**src/rtl/core/sai_pkg.sv**
```systemverilog
// shared constants and controller/datapath interface types for the sorted insertion list
`default_nettype none

package sai_pkg;

  localparam int Depth = 16;
  localparam int AddrW = (Depth > 1) ? $clog2(Depth) : 1;
  localparam int CntW  = $clog2(Depth + 1);

  localparam int ValueW = 32;
  localparam int IndexW = 4;
  localparam int StatW  = 2;
  localparam int PosW   = 5;

  localparam logic [StatW-1:0] StatusOk    = 2'd0;
  localparam logic [StatW-1:0] StatusFull  = 2'd1;
  localparam logic [StatW-1:0] StatusRange = 2'd2;

  localparam logic ModeInsert = 1'b0;
  localparam logic ModeRead   = 1'b1;

  // commands from the controller to the datapath
  typedef struct packed {
    logic accept;     // capture the request, k = count
    logic rd_index;   // read entry at requested index
    logic rd_top;     // read highest stored entry
    logic rd_next;    // read entry below the one just moved
    logic shift;      // move read entry up to slot k, k = k - 1
    logic place;      // write value at slot k, count + 1, result ok
    logic res_full;   // result: insert dropped
    logic res_range;  // result: read out of range
    logic res_read;   // result: read data
  } cmd_t;

  // status from the datapath to the controller
  typedef struct packed {
    logic full;        // store holds Depth entries
    logic empty;       // store holds no entries
    logic index_oob;   // requested index at or beyond count
    logic greater;     // last read entry strictly greater than value
    logic k_one;       // slot pointer is one
  } stat_t;

endpackage

`default_nettype wire

```
**src/rtl/core/sai_datapath.sv**
```systemverilog
// entry memory, count, slot pointer and result registers of the sorted insertion list
`default_nettype none

module sai_datapath
  import sai_pkg::*;
(
  input  wire logic                     clk_i,
  input  wire logic                     rst_ni,
  input  wire cmd_t                     cmd_i,
  output stat_t                         stat_o,
  input  wire logic signed [ValueW-1:0] value_i,
  input  wire logic        [IndexW-1:0] index_i,
  output logic             [StatW-1:0]  status_o,
  output logic             [PosW-1:0]   position_o,
  output logic             [PosW-1:0]   count_o,
  output logic signed      [ValueW-1:0] read_value_o
);

  logic        [ValueW-1:0] mem [Depth];
  logic        [ValueW-1:0] rdata_q;
  logic signed [ValueW-1:0] value_q;
  logic        [CntW-1:0]   count_q, count_d;
  logic        [CntW-1:0]   k_q, k_d;
  logic        [AddrW-1:0]  rd_addr;
  logic                     rd_en;

  logic        [StatW-1:0]  status_q;
  logic        [PosW-1:0]   position_q;
  logic signed [ValueW-1:0] read_value_q;

  assign rd_en = cmd_i.rd_index | cmd_i.rd_top | cmd_i.rd_next;

  always_comb begin
    priority if (cmd_i.rd_index) begin
      rd_addr = AddrW'(index_i);
    end else if (cmd_i.rd_top) begin
      rd_addr = AddrW'(count_q - CntW'(1));
    end else begin
      rd_addr = AddrW'(k_q - CntW'(2));
    end
  end

  // single write port, single registered read port
  always_ff @(posedge clk_i) begin
    if (cmd_i.shift) begin
      mem[AddrW'(k_q)] <= rdata_q;
    end else if (cmd_i.place) begin
      mem[AddrW'(k_q)] <= value_q;
    end
    if (rd_en) begin
      rdata_q <= mem[rd_addr];
    end
  end

  always_comb begin
    count_d = count_q;
    if (cmd_i.place) begin
      count_d = count_q + CntW'(1);
    end
  end

  always_comb begin
    k_d = k_q;
    if (cmd_i.accept) begin
      k_d = count_q;
    end else if (cmd_i.shift) begin
      k_d = k_q - CntW'(1);
    end
  end

  always_ff @(posedge clk_i or negedge rst_ni) begin
    if (!rst_ni) begin
      count_q <= '0;
    end else begin
      count_q <= count_d;
    end
  end

  always_ff @(posedge clk_i) begin
    k_q <= k_d;
    if (cmd_i.accept) begin
      value_q <= value_i;
    end
  end

  // result registers
  always_ff @(posedge clk_i) begin
    if (cmd_i.place) begin
      status_q     <= StatusOk;
      position_q   <= PosW'(k_q);
      read_value_q <= '0;
    end else if (cmd_i.res_full) begin
      status_q     <= StatusFull;
      position_q   <= '0;
      read_value_q <= '0;
    end else if (cmd_i.res_range) begin
      status_q     <= StatusRange;
      position_q   <= '0;
      read_value_q <= '0;
    end else if (cmd_i.res_read) begin
      status_q     <= StatusOk;
      position_q   <= '0;
      read_value_q <= rdata_q;
    end
  end

  assign stat_o.full      = (count_q == CntW'(Depth));
  assign stat_o.empty     = (count_q == '0);
  assign stat_o.index_oob = (32'(index_i) >= 32'(count_q));
  assign stat_o.greater   = ($signed(rdata_q) > value_q);
  assign stat_o.k_one     = (k_q == CntW'(1));

  assign status_o     = status_q;
  assign position_o   = position_q;
  assign count_o      = PosW'(count_q);
  assign read_value_o = read_value_q;

endmodule

`default_nettype wire

```
**src/rtl/core/sai_ctrl.sv**
```systemverilog
// sequencing state machine of the sorted insertion list
`default_nettype none

module sai_ctrl
  import sai_pkg::*;
(
  input  wire logic  clk_i,
  input  wire logic  rst_ni,
  input  wire logic  in_valid_i,
  output logic       in_ready_o,
  input  wire logic  mode_i,
  output logic       out_valid_o,
  input  wire logic  out_ready_i,
  input  wire stat_t stat_i,
  output cmd_t       cmd_o
);

  localparam logic [2:0] StIdle   = 3'd0;
  localparam logic [2:0] StRdWait = 3'd1;
  localparam logic [2:0] StScan   = 3'd2;
  localparam logic [2:0] StPlace  = 3'd3;
  localparam logic [2:0] StOut    = 3'd4;

  logic [2:0] state_q, state_d;

  always_comb begin
    state_d = state_q;
    cmd_o   = '0;
    unique case (state_q)
      StIdle: begin
        if (in_valid_i) begin
          cmd_o.accept = 1'b1;
          if (mode_i == ModeRead) begin
            if (stat_i.index_oob) begin
              cmd_o.res_range = 1'b1;
              state_d         = StOut;
            end else begin
              cmd_o.rd_index = 1'b1;
              state_d        = StRdWait;
            end
          end else begin
            if (stat_i.full) begin
              cmd_o.res_full = 1'b1;
              state_d        = StOut;
            end else if (stat_i.empty) begin
              state_d = StPlace;
            end else begin
              cmd_o.rd_top = 1'b1;
              state_d      = StScan;
            end
          end
        end
      end
      StRdWait: begin
        cmd_o.res_read = 1'b1;
        state_d        = StOut;
      end
      // walk down from the top, moving larger entries up one slot
      StScan: begin
        if (stat_i.greater) begin
          cmd_o.shift = 1'b1;
          if (stat_i.k_one) begin
            state_d = StPlace;
          end else begin
            cmd_o.rd_next = 1'b1;
          end
        end else begin
          state_d = StPlace;
        end
      end
      StPlace: begin
        cmd_o.place = 1'b1;
        state_d     = StOut;
      end
      StOut: begin
        if (out_ready_i) begin
          state_d = StIdle;
        end
      end
      default: begin
        state_d = StIdle;
      end
    endcase
  end

  always_ff @(posedge clk_i or negedge rst_ni) begin
    if (!rst_ni) begin
      state_q <= StIdle;
    end else begin
      state_q <= state_d;
    end
  end

  assign in_ready_o  = (state_q == StIdle);
  assign out_valid_o = (state_q == StOut);

endmodule

`default_nettype wire

```
**src/rtl/core/sorted_array_insert.sv**
```systemverilog
// sorted insertion list: top level joining controller and datapath
//
// requests arrive on in_valid_i/in_ready_o with mode_i, value_i and index_i.
// an insert request places value_i after all stored entries that are not
// greater than it; a read request returns the entry at index_i.
// each request yields one result on out_valid_o/out_ready_i with status_o,
// position_o, count_o and read_value_o.
// one request is handled at a time: in_ready_o is high only while idle.
// from acceptance to out_valid_o: a read in range reads the entry, then
// registers it; a read out of range or insert into a full store registers
// its result at acceptance; an insert moves each of the g stored entries
// greater than the value up one slot through the single memory port, then
// places the value, with no scan when the store is empty.
// after out_valid_o is taken the block is ready again in the next cycle.
// a stalled receiver holds the result stable and blocks new requests.
// reset empties the store (count zero); entry contents need no clearing.
`default_nettype none

module sorted_array_insert
  import sai_pkg::*;
(
  input  wire logic                     clk_i,
  input  wire logic                     rst_ni,
  input  wire logic                     in_valid_i,
  output logic                          in_ready_o,
  input  wire logic                     mode_i,
  input  wire logic signed [ValueW-1:0] value_i,
  input  wire logic        [IndexW-1:0] index_i,
  output logic                          out_valid_o,
  input  wire logic                     out_ready_i,
  output logic             [StatW-1:0]  status_o,
  output logic             [PosW-1:0]   position_o,
  output logic             [PosW-1:0]   count_o,
  output logic signed      [ValueW-1:0] read_value_o
);

  cmd_t  cmd;
  stat_t stat;

  sai_ctrl u_ctrl (
    .clk_i       (clk_i),
    .rst_ni      (rst_ni),
    .in_valid_i  (in_valid_i),
    .in_ready_o  (in_ready_o),
    .mode_i      (mode_i),
    .out_valid_o (out_valid_o),
    .out_ready_i (out_ready_i),
    .stat_i      (stat),
    .cmd_o       (cmd)
  );

  sai_datapath u_datapath (
    .clk_i        (clk_i),
    .rst_ni       (rst_ni),
    .cmd_i        (cmd),
    .stat_o       (stat),
    .value_i      (value_i),
    .index_i      (index_i),
    .status_o     (status_o),
    .position_o   (position_o),
    .count_o      (count_o),
    .read_value_o (read_value_o)
  );

endmodule

`default_nettype wire
```
**config.mk**
```make
export PLATFORM = sky130hd
export DESIGN_NAME = sorted_array_insert
export DESIGN_NICKNAME = d
export VERILOG_FILES = /design/src/rtl/core/sai_pkg.sv /design/src/rtl/core/sai_datapath.sv /design/src/rtl/core/sai_ctrl.sv /design/src/rtl/core/sorted_array_insert.sv
export SDC_FILE = /design/constraint.sdc
export NUM_CORES = 1
export LEC_CHECK = 0
export ABC_CLOCK_PERIOD_IN_PS = 6900
export BUFFER_PORTS_ARGS = -buffer_cell sky130_fd_sc_hd__buf_2
export CAP_MARGIN = 25
export CORE_MARGIN = 2
export CORE_UTILIZATION = 45
export CTS_CLUSTER_DIAMETER = 100
export CTS_CLUSTER_SIZE = 40
export DETAILED_ROUTE_END_ITERATION = 12
export GPL_ROUTABILITY_DRIVEN = 0
export PLACE_DENSITY_LB_ADDON = 0.3
export SLEW_MARGIN = 0
export SYNTH_ARGS = -nofsm -noshare
export SYNTH_HDL_FRONTEND = slang
export SYNTH_SLANG_ARGS = --single-unit
```
**constraint.sdc**
```tcl
create_clock -name clk_i -period 6.9 [get_ports clk_i]
set_input_delay 0.345 -clock clk_i [delete_from_list [all_inputs] [get_ports clk_i]]
set_output_delay 0.345 -clock clk_i [all_outputs]
set_load 0.05 [all_outputs]
```
# Yosys cells after proc, flatten, opt, wreduce, memory -nomap -nowiden
# Memories as Yosys holds them, arrays and structs flattened. A register that Yosys moved wholly into a read port is not among the register bits.
# Cells that the tools add are included.
[word_totals]
register_bits = 84
mem_bits_rw = 512
inputBits = 41
word_cells = 81
n_memories = 1
[memory_table]
columns = ["memory", "words", "word_bits", "rd", "rd_ports_with_merged_regs", "write_ports", "line", "text"]
rows = [
  ["u_datapath.mem", 16, 32, 1, 1, 1, "sai_datapath.sv:19", "logic [ValueW-1:0] mem [Depth];"],
]
[classes]
add_sub_neg = 4
order_cmp = 2
n_eq_ne = 9
mux = 44
bitwise_logic = 3
n_reduce_logical = 10
[ops]
columns = ["op", "n"]
rows = [
  ["$gt A32 B32 Y1", 1],
  ["$mux W32", 1],
  ["$mux W5", 6],
  ["$mux W3", 9],
  ["$mux W1", 19],
  ["$mux W2", 6],
  ["$pmux W3 S4", 1],
  ["$mux W4", 2],
  ["$eq A3 B2 Y1 const B", 2],
  ["$add A5 B1 Y5 const B", 1],
  ["$eq A5 B1 Y1 const B", 1],
  ["$eq A5 B5 Y1 const B", 1],
  ["$ge A4 B5 Y1", 1],
  ["$logic_not A5 Y1", 1],
  ["$sub A5 B1 Y5 const B", 1],
  ["$reduce_bool A2 Y1", 2],
  ["$reduce_bool A4 Y1", 1],
  ["$reduce_or A2 Y1", 2],
  ["$sub A4 B1 Y4 const B", 1],
  ["$sub A4 B2 Y4 const B", 1],
  ["$eq A3 B1 Y1 const B", 1],
  ["$eq A3 B3 Y1 const B", 1],
  ["$logic_not A3 Y1", 1],
  ["$ne A3 B3 Y1 const B", 1],
  ["6 further kinds", 8],
]

# Longest topological paths before layout
# Gate-level depths: netlist of run 1.
[depth]
depth_word = 8
ltp_mapped = 15
mapped_depth_nobuf = 10

# Modules after synthesis
# Synthesis of run 1 repeated with hierarchy kept, for this count alone.
[unflattened]
cells_unflattened = 1257
hier_area_um2 = 25461.9
[modules_own_cells]
columns = ["module", "instances", "cells_per_inst", "area_per_inst_um2", "seq_area_each_um2"]
rows = [
  ["sai_datapath", 1, 1225, 25192.9, 18402.6],
  ["sai_ctrl", 1, 32, 269.0, 75.1],
]

# Worst setup path before layout of run 1
# No wires, ideal clock.
[synth_timing]
kind = "register to register"
from = "register u_datapath.rdata_q[29] (read register of u_datapath.mem)"
to = "memory u_datapath.mem[5][0], enable pin"
arrival_ns = 4.796
slack_ns = 1.634
stages_incl_launch_ff = 11
n_path_buf = 1
period_less_slack_ns = 5.266
cell_sequence = "edfxtp_1 > ha_1 > a21o_1 > a21o_1 > a21oi_1 > o21ai_0 > or3_1 > a211o_1 > mux2_2 > clkbuf_1 > a211oi_1"
[synth_between]
elab_chain_len = 6
elab_cells_between_ends = 8
classes_between = "1 x order compare; 6 x mux; 1 x bitwise"
[synth_lines]
columns = ["item", "line", "text"]
rows = [
  ["start, declared", "sai_datapath.sv:20", "logic [ValueW-1:0] rdata_q;"],
  ["$gt A32 B32 Y1 *", "sai_datapath.sv:110", "assign stat_o.greater = ($signed(rdata_q) > value_q);"],
  ["$mux W2 *", "sai_ctrl.sv:60", "if (stat_i.greater) begin"],
  ["$mux W2 *", "sai_ctrl.sv:29", "unique case (state_q)"],
  ["$mux W1", "sai_datapath.sv:45", "if (cmd_i.shift) begin"],
  ["$mux W1, on equally long branches", "sai_datapath.sv:46, sai_datapath.sv:48", ""],
  ["$or A1 B1 Y1 (no line) *", "--", ""],
  ["end, declared", "sai_datapath.sv:19", ""],
]
# Mark *: on every way between the ends. The rest lies on a longest branch, timed or not.

# Worst setup path in the final report of run 1
[layout_timing]
from = "register u_ctrl.state_q[1]"
to = "register u_datapath.rdata_q[14] (read register of u_datapath.mem) (data pin)"
[layout_between]
elab_chain_len = 4
elab_cells_between_ends = 8
classes_between = "1 x eq/ne; 4 x mux; 2 x bitwise; 1 x reduce/logical"
[layout_lines]
columns = ["item", "line", "text"]
rows = [
  ["start, declared", "sai_ctrl.sv:24", "logic [2:0] state_q, state_d;"],
  ["start signal, assigned", "sai_ctrl.sv:88", "state_q <= StIdle;"],
  ["start signal, assigned", "sai_ctrl.sv:90", "state_q <= state_d;"],
  ["$logic_not A3 Y1", "sai_ctrl.sv:29", ""],
  ["$mux W3", "sai_ctrl.sv:29", ""],
  ["$mux W4 / $or A1 B1 Y1 (equally long branches)", "sai_datapath.sv:36, sai_datapath.sv:31", ""],
  ["$mux W4 / $or A1 B1 Y1 (equally long branches)", "sai_datapath.sv:34, sai_datapath.sv:31", ""],
]
# Parallel ways exist; a longest one is shown, timed or not.
# A chain may end at the register's enable or synchronous reset.

==> reports/metrics.cfg, run 1 <==
[pwr]
comb_power_share_pct = 44.9
clkPwrFrac_pct = 12.9
seqPwrFrac_pct = 42.2
power_mw = 13.1
p_int_mw = 7.63
p_switching_mw = 5.47
power_density_mw_per_mm2 = 468
peakVddDrop_mv = 0.423
p_leak_nw = 9.78
switching_share_pct = 41.7

[setup_path]
cp_data_arrival_time_ns = 4.83
endpoint_kind = flip-flop
start_kind = flip-flop
cp_common_cell = nand2_1
crit_type = flip-flop to flip-flop
cpMaxStageDelayCell = or4b_4
critPathMaxFanout = 40
cp_slowest_stage_delay_ns = 0.68
crit_required_ns = 7.22
cp_cell_sequence = or4b_4 > inv_2 > buf_4 > nand2_1 > a221oi_1 > mux2i_1 > nand2_1 > buf_4 > a221oi_1 > a21oi_1 > nand2_1
critPathTopFamily = simple AND/OR/NAND/NOR gates
worst-path-buf-inv = 3

[timing]
worst_pin_slew_ns = 1.10
finalSetupViolCount = 0
max_slew_margin_pct = 26.4
fmax_ghz = 0.222
rsz0062_at_grt = false
tns_ns = 0
slew_violations = 0
post-route-period-util_pct = 65.3
clock-skew-final_ns = 0.0244
period_minus_slack_ns = 4.50
hold_viol = 0

[global_routing]
grt_first_pass_wirelength_mm = 92.1
track_usage_pct = 20.5
grt_antenna_before_repair = 0
grt_start_max_net_pins = 153
overflow = 0
grt_pass1_vias = 14800

[logic_synthesis]
synth_area_mm2 = 0.0254
synth_top_area_share_pct = 69.2
synth_edf_count = 586
ys_ff_latch = 628
syn_avg_cell_area_um2 = 13.9
synth_flop_cell = edfxtp_1
syn_inst = 1832
synth_nets = 1918
synth_area_leaders = edfxtp_1 (69%), a21oi_1 (5.9%), nand2_1 (5.0%), mux2i_1 (2.7%), dfxtp_1 (2.7%)
yosysTopAreaCell = edfxtp_1
ys_seq_area_share_pct = 72.7
ys.warnings.count = 0
synth_cell_types = 53
synthArstFlopShare_pct = 1.27

[finish]
nNetsFinal = 2007
syn_to_final_growth_pct = 10.1
final_layout_size_suffix_gt1_share_pct = 10.9
antenna_cells = 0
design_area_mm2 = 0.0280
fill_cells = 4756

[die]
initial_utilization_pct = 45.3
chipWidth_um = 242
pin_count = 87
core_mm2 = 0.0562
rows = 87
die_height_um = 242
die_area_mm2 = 0.0584

[clock_tree]
numCtsBuffers = 20
cts-htree-levels = 1
cts.sinks = 628
holdBufCountCts = 34
root_buffer = clkbuf_16
worstSkewPairLatency_ns = 0.59
cts_resized = 0
cts_tree = done
cts_buffer_depth = 3
cts_setup_buffers = 0
clkTransAtPathRegs_ns = 0.13

[detailed_routing]
viasPerCell = 5.71
vias = 15300
routedWlPerCell_um = 22.5
first_iter_violations = 1634
ant_nets = 0
drc = 0
first_pass_iters = 5
routed_wl_mm = 60.6

[min_path]
hp-class = input pin to flip-flop

[flow_run]
maxCapViolCount = 0

[placed_design]
dpl.hpwl_mm = 35.8
port_buffers = 86
placed_cell_area_mm2 = 0.0269

[run_status]
status = completed

## registers in the layout, summed over array words and instances (netlist names), 3 cells and up
name and count:
u_datapath.mem 512, u_datapath.rdata_q 32, u_datapath.read_value_o 32, u_datapath.value_q 32, u_datapath.count_o 5, u_datapath.k_q 5, u_datapath.position_o 5, u_ctrl.state_q 3
## per-stage QoR
stage	setup slack, ns	hold slack (ns)	cells	util [%]
floorplan	1.63	0.0494	1832	-
global placement	2.12	0.197	2600	47.7
detailed placement	2.24	0.200	2610	47.9
CTS	2.21	0.0852	2678	49.6
global route	2.09	0.114	2689	49.9
finish	2.40	0.118	2689	49.9
## synthesized netlist by cell type (10+ instances only)
cell and n:
ha_1 45, a221oi_1 65, buf_2 56, nor2_1 14, a22oi_1 64, a21oi_1 302, a21o_1 15, o21ai_0 41
mux2i_1 69, inv_1 49, nand2_1 341, edfxtp_1 586, nand4_1 10, clkbuf_1 44, dfxtp_1 34, a211oi_1 17
## worst register-to-register path, stage by stage, from the launching register on
cell      delay (ns)
dfrtp_1         0.52
or4b_4          0.68
inv_2           0.08
buf_4           0.55
nand2_1         0.26
a221oi_1        0.39
mux2i_1         0.19
nand2_1         0.67
buf_4           0.46
a221oi_1        0.10
a21oi_1         0.23
nand2_1         0.12
## cells in the final DEF, fill, tap and decap left out, types with 4 or more instances in the layout
master	count
buf_8	4
a211oi_4	16
a22oi_1	64
a221oi_1	65
nand4_1	10
nor3_1	7
buf_2	86
dlygate4sd3_1	34
nand2_1	341
a21oi_1	302
xnor2_1	6
nor2_1	12
mux2i_1	69
dfxtp_1	34
clkbuf_16	21
inv_1	49
buf_4	51
ha_1	45
o21ai_0	17
o21ai_1	24
dfrtp_1	8
clkbuf_1	7
edfxtp_1	586
a21o_1	14
## per-layer routing
layer	wire length (um)	global-route usage, %	up-vias	part of all wire, %
met5	0	0	-	0
met4	1140	4.65	0	1.9
met3	4640	2.24	57	7.7
met2	28300	32.8	570	47
met1	26500	30.3	7681	44
li1	-	-	7037	-
## area by class of cell
type | instances | area, um2 | share of cell area [%]
clock inverters | 5 | 66.3 | 0.237
repair buffers | 184 | 1390 | 4.96
well taps | 756 | 946 | 3.38
flip-flops and latches | 628 | 18500 | 66.0
inverters | 50 | 188 | 0.670
clock buffers | 29 | 566 | 2.02
multi-input cells | 1037 | 6370 | 22.7
## power by group through the flow
stage                     clock network (mW)  registers [mW]  logic [mW]
after global placement                     0            5.61        5.59
after detailed placement                   0            5.62        5.81
after CTS                               1.72            5.53        5.84
after global routing                    1.84            5.57        6.45
final                                   1.69            5.53        5.88
after floorplan                            0            5.87        3.64
## worst paths after layout
kind	startpoint	to	slack, ns	depth (start not counted)
worst min-delay path	in_valid_i	u_ctrl.state_q[1]$_DFFE_PN0P_	0.12	3
max in group asynchronous	rst_ni	u_datapath.count_o[0]$_DFFE_PN0P_	6.59	2
worst max register to register	u_ctrl.state_q[1]$_DFFE_PN0P_	u_datapath.rdata_q[14]$_DFFE_PP_	2.40	11
worst max-delay path	u_ctrl.state_q[1]$_DFFE_PN0P_	u_datapath.rdata_q[14]$_DFFE_PP_	2.40	11
worst min register to register	u_datapath.read_value_o[3]$_SDFFE_PP0P_	u_datapath.read_value_o[3]$_SDFFE_PP0P_	0.46	2
min in group asynchronous	rst_ni	u_ctrl.state_q[0]$_DFFE_PN0P_	0.13	2
## cell families (layout without fill, tap and decap cells)
| group | after synthesis | in the layout | share of synthesized area [%] |
|---|---|---|---|
| XOR/XNOR | 9 | 9 | 0.310 |
| flip-flops | 628 | 628 | 72.7 |
| adder cells (fa/ha/maj) | 45 | 45 | 2.21 |
| multiplexers | 73 | 73 | 2.95 |
| buffers and inverters | 167 | 268 | 3.34 |
| AND/OR/NAND/NOR | 394 | 394 | 6.27 |
| AO/OA/AOI/OAI | 516 | 516 | 12.3 |
Power figures use the tool's default switching activity.
==> run 2: changes to the inputs <==
Settings changed: ABC_CLOCK_PERIOD_IN_PS 6900 to 3860.
Clock period 6.9 ns to 3.86 ns, I/O delays scaled along.
==> reports/metrics.cfg, run 2 (synthesized netlist as in run 1, its figures left out) <==
[timing]
finalSetupViolCount = 0
hold_viol = 0
rsz0062_at_grt = false
tns_ns = 0
slew_violations = 0
worst_pin_slew_ns = 0.922
period_minus_slack_ns = 3.69
post-route-period-util_pct = 95.7
clock-skew-final_ns = 0.0316
fmax_ghz = 0.271
max_slew_margin_pct = 37.9

[pwr]
peakVddDrop_mv = 0.617
power_density_mw_per_mm2 = 848
p_leak_nw = 10.2

[global_routing]
grt_pass1_vias = 15000
grt_antenna_before_repair = 0
grt_start_max_net_pins = 84
grt_first_pass_wirelength_mm = 91.8
overflow = 0
track_usage_pct = 20.5

[detailed_routing]
ant_nets = 0
vias = 15600
viasPerCell = 5.68
routed_wl_mm = 61.1
first_pass_iters = 6
first_iter_violations = 1778
drc = 0
routedWlPerCell_um = 22.3

[clock_tree]
worstSkewPairLatency_ns = 0.61
cts.sinks = 628
cts_setup_buffers = 0
numCtsBuffers = 22
cts_buffer_depth = 3
cts_tree = done
clkTransAtPathRegs_ns = 0.14
root_buffer = clkbuf_16
cts-htree-levels = 1

[setup_path]
r2r_cells = 11
rr_endpoint = u_datapath.mem[14][17]$_DFFE_PP_
r2r_setup_slack_ns = 0.17
crit_path_end = u_datapath.mem[14][17]$_DFFE_PP_
crit_required_ns = 4.15
critPathMaxFanout = 19
crit_type = flip-flop to flip-flop
start_kind = flip-flop
endpoint_kind = flip-flop
worstSetupStartpoint = u_datapath.rdata_q[1]$_DFFE_PP_
timing.rr.start = u_datapath.rdata_q[1]$_DFFE_PP_
cp_data_arrival_time_ns = 3.98

[finish]
final_layout_size_suffix_gt1_share_pct = 13.1
layout.cells.non_filler = 2741
final_cell_mix = edfxtp_1 (586), nand2_1 (340), a21oi_1 (302)
syn_to_final_growth_pct = 13.2
layout_commonest_cell = edfxtp_1
largest_reg_flops = 512
top_register = u_datapath.mem
nNetsFinal = 2055
post-route-util_pct = 51.3
antenna_cells = 0

[die]
core_mm2 = 0.0562
chipWidth_um = 242
rows = 87
pin_count = 87
die_height_um = 242
die_area_mm2 = 0.0584
initial_utilization_pct = 45.3

[min_path]
hp-class = input pin to flip-flop
whs_path_depth = 4

[placed_design]
dpl.hpwl_mm = 38.0
dp.cells = 2660
port_buffers = 86

[run_status]
status = completed

[flow_run]
maxCapViolCount = 0

run 2: how the worst min path moves through the flow:
stage / start / endpoint
detailed placement: rst_ni / u_datapath.count_o[3]$_DFFE_PN0P_
global route: mode_i / u_ctrl.state_q[1]$_DFFE_PN0P_
global placement: rst_ni / u_datapath.count_o[3]$_DFFE_PN0P_
finish: mode_i / u_ctrl.state_q[1]$_DFFE_PN0P_
floorplan: rst_ni / u_ctrl.state_q[0]$_DFFE_PN0P_
CTS: mode_i / u_ctrl.state_q[1]$_DFFE_PN0P_
run 2: through the flow:
step | setup WS, ns | power, mW | hold WS, ns | instance area (um2)
3_3_place_gp | 0.315 | 20.8 | 0.0424 | 27600
2_1_floorplan | -0.133 | 17.1 | -0.103 | 25600
6_report | 0.165 | 24.4 | 0.0913 | 28800
3_5_place_dp | 0.295 | 21.1 | 0.0471 | 27600
4_1_cts | 0.233 | 24.4 | 0.0456 | 28700
5_1_grt | 0.0114 | 25.8 | 0.101 | 28800
run 2: timing repair:
| item | CTS | global route |
|---|---|---|
| resized for setup | 0 | 0 |
| hold buffers | 36 | 0 |
| hold endpoints to repair | 42 | 0 |
run 2: metal layers:
| metal | global-route usage, % | wire length [um] | vias to the layer above |
|---|---|---|---|
| met5 | 0 | 0 | - |
| met4 | 3.90 | 850 | 0 |
| li1 | - | - | 7137 |
| met2 | 31.1 | 27000 | 629 |
| met3 | 2.95 | 5390 | 61 |
| met1 | 31.7 | 27800 | 7747 |
run 2: cell type report:
class | count | area, um2
fill | 4729 | 27400
multi-input combinational | 1037 | 6370
tap | 756 | 946
inverter | 50 | 188
clock buffer | 29 | 598
timing repair buffer | 230 | 2040
sequential | 628 | 18500
clock inverter | 11 | 183
run 2: worst max-delay path, stage by stage (launching register included):
cell and delay [ns]:
edfxtp_1 0.50, ha_1 0.33, nor2b_1 0.14, o21a_1 0.15
o21ai_0 0.18, a21oi_1 0.25, o311a_1 0.42, a211o_1 0.28
mux2_2 0.30, buf_12 0.19, a211oi_4 0.33, buf_4 0.29
run 2: where the power goes:
| group | internal (mW) | switching, mW | total [mW] |
|---|---|---|---|
| clock network | 1.27 | 2.07 | 3.34 |
| logic | 3.48 | 7.68 | 11.2 |
| registers | 9.47 | 0.458 | 9.93 |
| total | 14.2 | 10.2 | 24.4 |
